## config.mk

```make
export PLATFORM = sky130hd
export DESIGN_NAME = dq_ctrl
export DESIGN_NICKNAME = d
export VERILOG_FILES = /design/src/rtl/dq_pkg.sv /design/src/rtl/dq_ctrl.sv
export SDC_FILE = /design/constraint.sdc
export NUM_CORES = 1
export LEC_CHECK = 0
export ABC_AREA = 1
export BUFFER_PORTS_ARGS = -buffer_cell sky130_fd_sc_hd__buf_2
export CAP_MARGIN = 20
export CORE_AREA = 5 5 42 44
export CTS_BUF_LIST = sky130_fd_sc_hd__clkbuf_4
export CTS_CLUSTER_SIZE = 12
export DETAILED_ROUTE_END_ITERATION = 10
export DIE_AREA = 0 0 47 49
export SLEW_MARGIN = 20
export SYNTH_ARGS = -nofsm -noshare
export SYNTH_HDL_FRONTEND = slang
export SYNTH_SLANG_ARGS = --single-unit
export TNS_END_PERCENT = 5
```

## constraint.sdc

```tcl
create_clock -name clk -period 1.2 [get_ports clk]
set_input_delay 0.06 -clock clk [delete_from_list [all_inputs] [get_ports clk]]
set_output_delay 0.06 -clock clk [all_outputs]
set_load 0.03 [all_outputs]
```

## src/rtl/dq_pkg.sv

```systemverilog
`timescale 1ns / 1ps

package dq_pkg;

    // Operation codes carried on the kind field
    typedef logic [2:0] kind_t;

    localparam kind_t KIND_PUSH_BACK  = 3'd0;
    localparam kind_t KIND_PUSH_FRONT = 3'd1;
    localparam kind_t KIND_POP_FRONT  = 3'd2;
    localparam kind_t KIND_POP_BACK   = 3'd3;
    localparam kind_t KIND_PEEK_FRONT = 3'd4;
    localparam kind_t KIND_PEEK_BACK  = 3'd5;
    localparam kind_t KIND_STATUS     = 3'd6;

    // Result status codes
    typedef logic [1:0] stat_t;

    localparam stat_t STAT_DONE  = 2'd0;
    localparam stat_t STAT_EMPTY = 2'd1;
    localparam stat_t STAT_FULL  = 2'd2;

    localparam int WORD_W  = 32;
    localparam int FILL_W  = 11;

    // Commands from the controller to the datapath
    typedef struct packed {
        logic accept;    // take the input beat: update pointers, store, read
        logic load_out;  // move the finished result into the output register
    } dq_cmd_t;

endpackage

```

## src/rtl/dq_ctrl.sv

```systemverilog
`timescale 1ns / 1ps

module dq_ctrl
(
    input  logic              clk,
    input  logic              rst_n,
    input  logic              in_valid,
    output logic              in_stall,
    output logic              out_valid,
    input  logic              out_stall,
    output dq_pkg::dq_cmd_t   cmd
);

    typedef enum logic [1:0]
    {
        S_IDLE = 2'b01,
        S_EXEC = 2'b10
    } state_t;

    state_t state_reg;
    state_t state_next;
    logic   out_valid_reg;
    logic   out_valid_next;
    logic   out_free;

    // Take a beat only while no operation is in flight
    assign in_stall     = (state_reg != S_IDLE);
    assign out_free     = !out_valid_reg || !out_stall;
    assign cmd.accept   = in_valid && (state_reg == S_IDLE);
    assign cmd.load_out = (state_reg == S_EXEC) && out_free;
    assign out_valid    = out_valid_reg;

    // Advance after the store read; hold while the output register is occupied and stalled
    always_comb
    begin
        state_next = state_reg;
        unique case (state_reg)
            S_IDLE:
            begin
                if (cmd.accept)
                begin
                    state_next = S_EXEC;
                end
            end
            S_EXEC:
            begin
                if (out_free)
                begin
                    state_next = S_IDLE;
                end
            end
            default:
            begin
                state_next = S_IDLE;
            end
        endcase
    end

    // Set valid on load, drop it when the beat is taken
    always_comb
    begin
        out_valid_next = out_valid_reg;
        priority if (cmd.load_out)
        begin
            out_valid_next = 1'b1;
        end
        else if (out_valid_reg && !out_stall)
        begin
            out_valid_next = 1'b0;
        end
    end

    always_ff @(posedge clk or negedge rst_n)
    begin
        if (!rst_n)
        begin
            state_reg     <= S_IDLE;
            out_valid_reg <= 1'b0;
        end
        else
        begin
            state_reg     <= state_next;
            out_valid_reg <= out_valid_next;
        end
    end

`ifndef ASSERT_OFF
    a_accept_exec: assert property (@(posedge clk) disable iff (!rst_n)
        cmd.accept |=> (state_reg == S_EXEC))
        else $error("accepted beat did not start execution");

    a_exec_hold: assert property (@(posedge clk) disable iff (!rst_n)
        ((state_reg == S_EXEC) && out_valid_reg && out_stall) |=> (state_reg == S_EXEC))
        else $error("result left execution while output was blocked");

    a_load_after_accept: assert property (@(posedge clk) disable iff (!rst_n)
        cmd.load_out |-> !in_stall || (state_reg == S_EXEC))
        else $error("output loaded outside execution");
`endif

endmodule

```

==> flow_summary_export.csv, run 1 <==
group,metric,value,unit
timing,rsz0062_at_grt,"no",
setup_path,path_depth,4,
floorplanning,core_area,0.00140,sq mm
layout,drive_gt1_frac,0.714,
timing,worst_pin_slew,156,ps
drt,vias,145,
placed_design,port_buffers,7,
global_routing,antenna_found_initial,0,
power,p_per_area,1680,mW/mm^2
power,p_switching,0.125,mW
yosys,synth_area_leader_cell,"dfrtp_1",
yosys,ys_ff_latch,3,
global_routing,grtUsageTotal,0.0423,
yosys,netlist_area,140,sq um
clocking,cts_root_buf,"clkbuf_4",
setup_path,ff2ff_setup_slack,250,ps
yosys,synth_cell_types,10,
floorplanning,ios,8,
setup_path,crit_chain,"inv_2 -> nand2_2 -> a21oi_2 -> buf_4",
floorplanning,num_rows,14,
setup_path,crit_family,"flip-flops",
setup_path,required,1140,ps
layout,nets,33,
drt,wl,380,um
timing,hold_viol_final,0,
layout,final_cell_count_no_fill,44,
power,p_int,0.300,mW
layout,layout_commonest_cell,"buf_2",
drt,dr.pass1.iters,1,
timing,period_share,0.960,
yosys,synth_area_leaders,"dfrtp_1 (36%), dfstp_2 (19%), nor2_2 (8.9%)",
power,clock_power_share,0.459,
placed_design,place_congestion,0.665,
global_routing,grt_pass1_wl,600,um
setup_path,r2r-start,"state_reg[0]$_DFFE_PN1P_",
drt,ant_nets,0,
timing,setup_viol,0,
yosys,ys_seq_area_frac,0.545,
timing,fin_skew,0.677,ps
clocking,cts.path.max_buffers,2,
timing,slew_headroom,0.897,
timing,layout_min_cycle_time,1150,ps
clocking,cts_tree,"done",
setup_path,crit_start,"state_reg[0]$_DFFE_PN1P_",
setup_path,cp-end-kind,"output pin",
clocking,htree_levels,1,
layout,final_cell_mix,"buf_2 (5), clkbuf_4 (4), nand2_1 (3)",
drt,wl_per_cell,8.64,um
drt,drtIter0Drc,0,
setup_path,crit_slowest_cell,"dfstp_2",
timing,finalMaxSlewViolations,0,
yosys,syn_avg_cell_area,8.76,sq um
clocking,clk_latency,230,ps
power,p_sw_frac,0.294,
job,cap_violations,0,
setup_path,crit_fanout,3,
floorplanning,die_y,49,um
yosys,synth_warnings,0,
yosys,synthCells,16,
clocking,numCtsBuffers,3,
placed_design,dp_hpwl,260,um
global_routing,globalRouteOverflowTotal,0,
global_routing,grt_max_degree,5,
power,p_seq_frac,0.304,
floorplanning,die_w,47,um
min_path,hold_path.class,"in -> reg",
power,p_leak,0.134,nW
layout,largest_register_ffs,2,
floorplanning,die_area,0.00230,sq mm
clocking,clk_pin_slew,40,ps
timing,max_freq,0.868,GHz
floorplanning,start_util,0.100,
layout,nFillCells,169,
power,ir_drop,0.000295,V
placed_design,place_ws,198,ps
timing,worst_slack,47.9,ps
setup_path,reg2reg_depth,5,
layout,area_growth,80.4,%
placed_design,dp.cells,38,
setup_path,max_stage_delay,550,ps
setup_path,critical_path_class,"reg -> out",
setup_path,cp-start-kind,"flip-flop",
setup_path,crit_buf_inv,2,
setup_path,r2r-end,"state_reg[0]$_DFFE_PN1P_",
yosys,synth_top_area_frac,0.357,
global_routing,grt_pass1_vias,159,
outcome,status,"finished clean",
yosys,synth.net_count,20,
setup_path,arrival,1090,ps
setup_path,cp-endpoint,"cmd[0]",
power,combPwrFrac,0.238,
timing,fin_tns_setup,0,ps
drt,post-route-drc-count,0,
clocking,cts.sinks,3,
drt,routed_via_density,3.30,
layout,diodes,0,
[synthesized netlist by cell type, drive strengths merged]
library cell,instances
nand3,1
o21ai,1
dfstp,1
nor2,2
a21oi,1
nand2,4
buf,1
dfrtp,2
inv,3
[final cells by class]
cell class                 instances  area, sq um  share of cell area
sequential                         3         76.3               0.302
timing repair buffer               9         61.3               0.243
multi-input combinational          9         53.8               0.213
clock buffer                       4         30.0               0.119
tap                               16         20.0              0.0792
inverter                           3         11.3              0.0446
[metal layers]
metal,wire length [um],vias to the layer above,track usage
li1,-,71,-
met1,138,66,0.0375
met2,188,6,0.0452
met3,33,2,0.0185
met4,20,0,0.0829
met5,0,-,0
[timing repair]
| item | CTS | global route |
|---|---|---|
| buffers inserted | 0 | 1 |
| cloned | 0 | 0 |
| resized for setup | 3 | 5 |
| hold buffers | 1 | 0 |
| endpoints found under the setup margin | 1 | 2 |
| pin swaps | 0 | 0 |
| endpoints found under the hold margin | 3 | 0 |
[power by group through the flow]
stage	sequential, mW	clock, mW	combinational [mW]
CTS	0.126	0.203	0.0943
detailed placement	0.127	0	0.0851
global placement	0.126	0	0.0839
floorplan	0.134	0	0.0524
global route	0.131	0.220	0.111
finish	0.129	0.195	0.101
[worst min-delay path by stage]
stage | cells after the start | from | to | slack (ps)
floorplan | 0 | rst_n | out_valid$_DFFE_PN0P_ | -240
global placement | 1 | rst_n | state_reg[1]$_DFFE_PN0P_ | -140
detailed placement | 1 | rst_n | state_reg[1]$_DFFE_PN0P_ | -140
CTS | 3 | out_stall | out_valid$_DFFE_PN0P_ | 100
global route | 3 | in_valid | state_reg[1]$_DFFE_PN0P_ | 130
finish | 4 | in_valid | state_reg[0]$_DFFE_PN1P_ | 130
[worst min-delay path: cells and delay by family]
family                 cells  cell delay (ps)
buffers and inverters      2              160
AND/OR/NAND/NOR            2              120
[cells by family after synthesis]
| family | share of synthesized area |
|---|---|
| AOI/OAI and AO/OA | 0.0714 |
| buffers and inverters | 0.134 |
| DFF | 0.545 |
| and+or+nand+nor | 0.250 |
[per-stage QoR]
step           hold WS, ps  cell area [sq um]   util  power (mW)
6_report               125                253  0.180       0.426
5_1_grt                132                253  0.180       0.461
4_1_cts                101                234  0.167       0.423
3_5_place_dp          -143                188  0.134       0.213
3_3_place_gp          -142                188  0.134       0.210
2_1_floorplan         -236                140      -       0.187
Note: power is estimated with default switching activity, not from simulation.
==> run 2: changes to the inputs <==
==> constraint.sdc (replaced) <==
create_clock -name clk -period 1.15 [get_ports clk]
set_input_delay 0.0575 -clock clk [delete_from_list [all_inputs] [get_ports clk]]
set_output_delay 0.0575 -clock clk [all_outputs]
set_load 0.03 [all_outputs]
==> flow_summary_export.csv, run 2 (synthesized netlist as in run 1, its figures left out) <==
group,metric,value,unit
floorplanning,start_util,0.100,
timing,finalMaxSlewViolations,0,
drt,routed_via_density,3.27,
timing,max_freq,0.883,GHz
setup_path,crit_chain,"nand3_2 -> inv_2 -> buf_6",
setup_path,cp-start-kind,"flip-flop",
layout,multiInputGateArea,53.8,sq um
global_routing,grt_pass1_wl,586,um
global_routing,busiest_layer,"met4",
global_routing,grt_use_met1,0.0375,
layout,utilization,0.183,
timing,rsz0062_at_grt,"yes",
setup_path,crit_buf_inv,2,
clocking,htree_levels,1,
timing,worst_slack,18.1,ps
drt,wl_per_cell,8.73,um
setup_path,ff2ff_setup_slack,200,ps
floorplanning,core_area,0.00140,sq mm
timing,period_share,0.984,
global_routing,grt_max_degree,5,
setup_path,required,1090,ps
setup_path,critical_path_class,"reg -> out",
timing,fin_skew,0.481,ps
setup_path,crit_slowest_cell,"dfstp_2",
placed_design,port_buffers,7,
floorplanning,die_w,47,um
outcome,status,"finished clean",
setup_path,crit_fanout,3,
setup_path,arrival,1070,ps
drt,post-route-drc-count,0,
floorplanning,die_area,0.00230,sq mm
clocking,cts.path.max_buffers,2,
placed_design,place_congestion,0.665,
power,ir_drop,0.000308,V
placed_design,dp_hpwl,260,um
layout,diodes,0,
setup_path,max_stage_delay,550,ps
clocking,clk_latency,230,ps
clocking,numCtsBuffers,3,
clocking,cts_root_buf,"clkbuf_4",
timing,fin_hold_ws,123,ps
setup_path,cp-end-kind,"output pin",
drt,dr.pass1.iters,1,
timing,hold_viol_final,0,
job,cap_violations,0,
layout,nFillCells,169,
clocking,clk_pin_slew,40,ps
layout,largest_register_ffs,2,
clocking,cts.sinks,3,
global_routing,grtUsageTotal,0.0416,
timing,setup_viol,0,
placed_design,place_ws,150,ps
drt,drtIter0Drc,0,
layout,area_growth,83.0,%
floorplanning,num_rows,14,
global_routing,antenna_found_initial,0,
timing,layout_min_cycle_time,1130,ps
layout,final_cell_mix,"buf_2 (5), clkbuf_4 (4), nand2_1 (3)",
layout,drive_gt1_frac,0.714,
floorplanning,die_y,49,um
global_routing,met3_usage,0.0185,
timing,worst_pin_slew,156,ps
timing,slew_headroom,0.897,
drt,wl,384,um
floorplanning,ios,8,
layout,nets,33,
min_path,hold_path.class,"in -> reg",
setup_path,crit_family,"flip-flops",
layout,final_area,256,sq um
clocking,cts_tree,"done",
layout,register_area,76.3,sq um
power,p_per_area,1740,mW/mm^2
layout,layout_commonest_cell,"buf_2",
global_routing,groute.layer.met2.usage,0.0430,
power,p_leak,0.135,nW
drt,ant_nets,0,
placed_design,dpl-instance-area,188,sq um
drt,vias,144,
global_routing,grt_pass1_vias,157,
global_routing,globalRouteOverflowTotal,0,
[run 2: layout make-up]
class	count	area share
sequential	3	0.298
timing repair buffer	9	0.254
inverter	3	0.0439
multi-input combinational	9	0.210
clock buffer	4	0.117
tap	16	0.0780
[run 2: worst paths after layout]
kind,start,cells after the start,end
worst max-delay path,state_reg[0]$_DFFE_PN1P_,3,cmd[1]
worst min-delay path,in_valid,4,state_reg[0]$_DFFE_PN1P_
worst max register to register,state_reg[0]$_DFFE_PN1P_,5,state_reg[0]$_DFFE_PN1P_
worst min register to register,state_reg[0]$_DFFE_PN1P_,2,state_reg[1]$_DFFE_PN0P_
max in group asynchronous,rst_n,2,state_reg[0]$_DFFE_PN1P_
min in group asynchronous,rst_n,2,state_reg[1]$_DFFE_PN0P_
[run 2: report_power, final]
group / internal [mW] / total [mW] / switching (mW)
sequential: 0.122 / 0.135 / 0.0123
clock: 0.153 / 0.204 / 0.0507
combinational: 0.0392 / 0.108 / 0.0684
total: 0.315 / 0.446 / 0.131
[run 2: layer usage]
layer,wire length [um],vias to the layer above
met5,0,-
met4,20,0
met3,33,2
met2,188,6
met1,142,65
li1,-,71
[run 2: tightest hold or removal path: stages]
cell and delay, ps:
buf_2 80, nand3_2 90, inv_2 80, nor2_2 30
[run 2: through the flow]
| stage | TNS [ps] | total power [mW] | cells |
|---|---|---|---|
| after floorplan | 0 | 0.195 | 16 |
| after global placement | 0 | 0.219 | 38 |
| after detailed placement | 0 | 0.222 | 38 |
| after CTS | -61.7 | 0.443 | 43 |
| after global routing | -48.0 | 0.482 | 44 |
| final | 0 | 0.446 | 44 |
[run 2: timing repair]
item / 4_1_cts / 5_1_grt
pin swaps: 0 / 1
endpoints found under the setup margin: 2 / 2
hold buffers: 1 / 0
setup buffers: 0 / 1
resized for setup: 4 / 4
endpoints found under the hold margin: 3 / 0
==> run 3: changes to the inputs <==
--- a/config.mk
+++ b/config.mk
@@ -13,6 +13,7 @@
 export CTS_CLUSTER_SIZE = 12
 export DETAILED_ROUTE_END_ITERATION = 10
 export DIE_AREA = 0 0 47 49
+export GPL_TIMING_DRIVEN = 0
 export SLEW_MARGIN = 20
 export SYNTH_ARGS = -nofsm -noshare
 export SYNTH_HDL_FRONTEND = slang
==> flow_summary_export.csv, run 3 (synthesized netlist as in run 1, its figures left out) <==
group,metric,value,unit
outcome,status,"finished clean",
power,combPwrFrac,0.248,
power,p_sw_frac,0.296,
drt,wl,373,um
timing,fin_tns_setup,0,ps
timing,period_share,0.972,
setup_path,cp-start-kind,"flip-flop",
global_routing,globalRouteOverflowTotal,0,
clocking,cts_root_buf,"clkbuf_4",
floorplanning,ios,8,
timing,slew_headroom,0.900,
timing,fin_hold_ws,109,ps
layout,nFillCells,170,
layout,nets,34,
global_routing,grtUsageTotal,0.0374,
clocking,clk_pin_slew,40,ps
timing,rsz0062_at_grt,"yes",
drt,drtIter0Drc,0,
power,p_int,0.320,mW
drt,dr.pass1.iters,1,
floorplanning,start_util,0.100,
layout,layout_commonest_cell,"buf_2",
floorplanning,die_area,0.00230,sq mm
clocking,cts.path.max_buffers,2,
timing,worst_pin_slew,151,ps
placed_design,place_congestion,0.672,
floorplanning,die_w,47,um
placed_design,port_buffers,7,
layout,area_growth,85.7,%
power,p_switching,0.134,mW
timing,max_freq,0.894,GHz
setup_path,crit_fanout,3,
floorplanning,core_area,0.00140,sq mm
timing,layout_min_cycle_time,1120,ps
drt,routed_via_density,3.31,
job,cap_violations,0,
drt,vias,149,
global_routing,antenna_found_initial,0,
timing,finalMaxSlewViolations,0,
drt,post-route-drc-count,0,
timing,hold_viol_final,0,
power,clock_power_share,0.459,
clocking,cts_tree,"done",
layout,final_cell_mix,"buf_2 (5), clkbuf_4 (4), nand2_1 (3)",
floorplanning,num_rows,14,
layout,utilization,0.186,
drt,wl_per_cell,8.29,um
drt,ant_nets,0,
setup_path,required,1090,ps
min_path,hold_path.class,"in -> reg",
timing,fin_skew,0.210,ps
power,ir_drop,0.000273,V
global_routing,grt_pass1_wl,545,um
clocking,clk_latency,230,ps
layout,diodes,0,
global_routing,grt_max_degree,4,
power,p_leak,0.140,nW
setup_path,critical_path_class,"reg -> out",
setup_path,arrival,1060,ps
global_routing,grt_pass1_vias,152,
clocking,numCtsBuffers,3,
clocking,cts.sinks,3,
power,p_per_area,1740,mW/mm^2
timing,setup_viol,0,
placed_design,dp_hpwl,277,um
clocking,htree_levels,1,
layout,drive_gt1_frac,0.690,
power,p_seq_frac,0.294,
floorplanning,die_y,49,um
power,p_total,0.454,mW
layout,largest_register_ffs,2,
setup_path,cp-end-kind,"output pin",
-- run 3: cell count changes in the layout (fill, tap and decap cells not counted) --
cell and change:
a21oi_1 +1, buf_4 +1, a21oi_2 -1
-- run 3: power groups by stage --
| stage | Combinational (mW) | Clock, mW | Sequential [mW] |
|---|---|---|---|
| after detailed placement | 0.0919 | 0 | 0.133 |
| after floorplan | 0.0547 | 0 | 0.140 |
| after CTS | 0.108 | 0.217 | 0.134 |
| after global placement | 0.0910 | 0 | 0.131 |
| final | 0.112 | 0.208 | 0.133 |
| after global routing | 0.121 | 0.219 | 0.136 |
-- run 3: repair_timing --
action	CTS	global route
buffers inserted	1	1
setup endpoints to repair	2	1
cloned	0	0
gates resized for setup	7	0
pin swaps	0	1
endpoints found under the hold margin	3	0
hold buffers	1	0
-- run 3: final timing paths --
check                                    startpoint                        to  slack, ps  cells after the start
min                                        in_valid  state_reg[1]$_DFFE_PN0P_        110                      3
min reg2reg                state_reg[0]$_DFFE_PN1P_  state_reg[1]$_DFFE_PN0P_        550                      2
max in group asynchronous                     rst_n  state_reg[0]$_DFFE_PN1P_        800                      2
min in group asynchronous                     rst_n     out_valid$_DFFE_PN0P_        160                      2
max reg2reg                state_reg[0]$_DFFE_PN1P_  state_reg[0]$_DFFE_PN1P_        220                      5
max                        state_reg[0]$_DFFE_PN1P_                    cmd[1]         30                      3
-- run 3: area by class of cell --
type	count	area, sq um	share of cell area
timing repair buffer	10	72.6	0.279
inverter	3	11.3	0.0433
sequential	3	76.3	0.293
multi-input combinational	9	50.0	0.192
tap	16	20.0	0.0769
clock buffer	4	30.0	0.115
-- run 3: worst max-delay path: stages, from the launching register on --
cell and delay [ps]:
dfstp_2 540, nand3_2 80, inv_2 70, buf_6 130
-- run 3: metal layers --
layer / GRT usage / vias to the layer above / share of wire
li1: - / 72 / -
met4: 0.0691 / 0 / 0.043
met1: 0.0266 / 69 / 0.25
met2: 0.0520 / 6 / 0.57
met3: 0.0111 / 2 / 0.12
met5: 0 / - / 0
-- run 3: stage by stage --
step	cells	setup WS, ps	cell area (sq um)
floorplan	16	194	140
global placement	39	110	195
detailed placement	39	105	195
CTS	44	6.18	253
global route	45	-7.09	260
finish	45	32.0	260
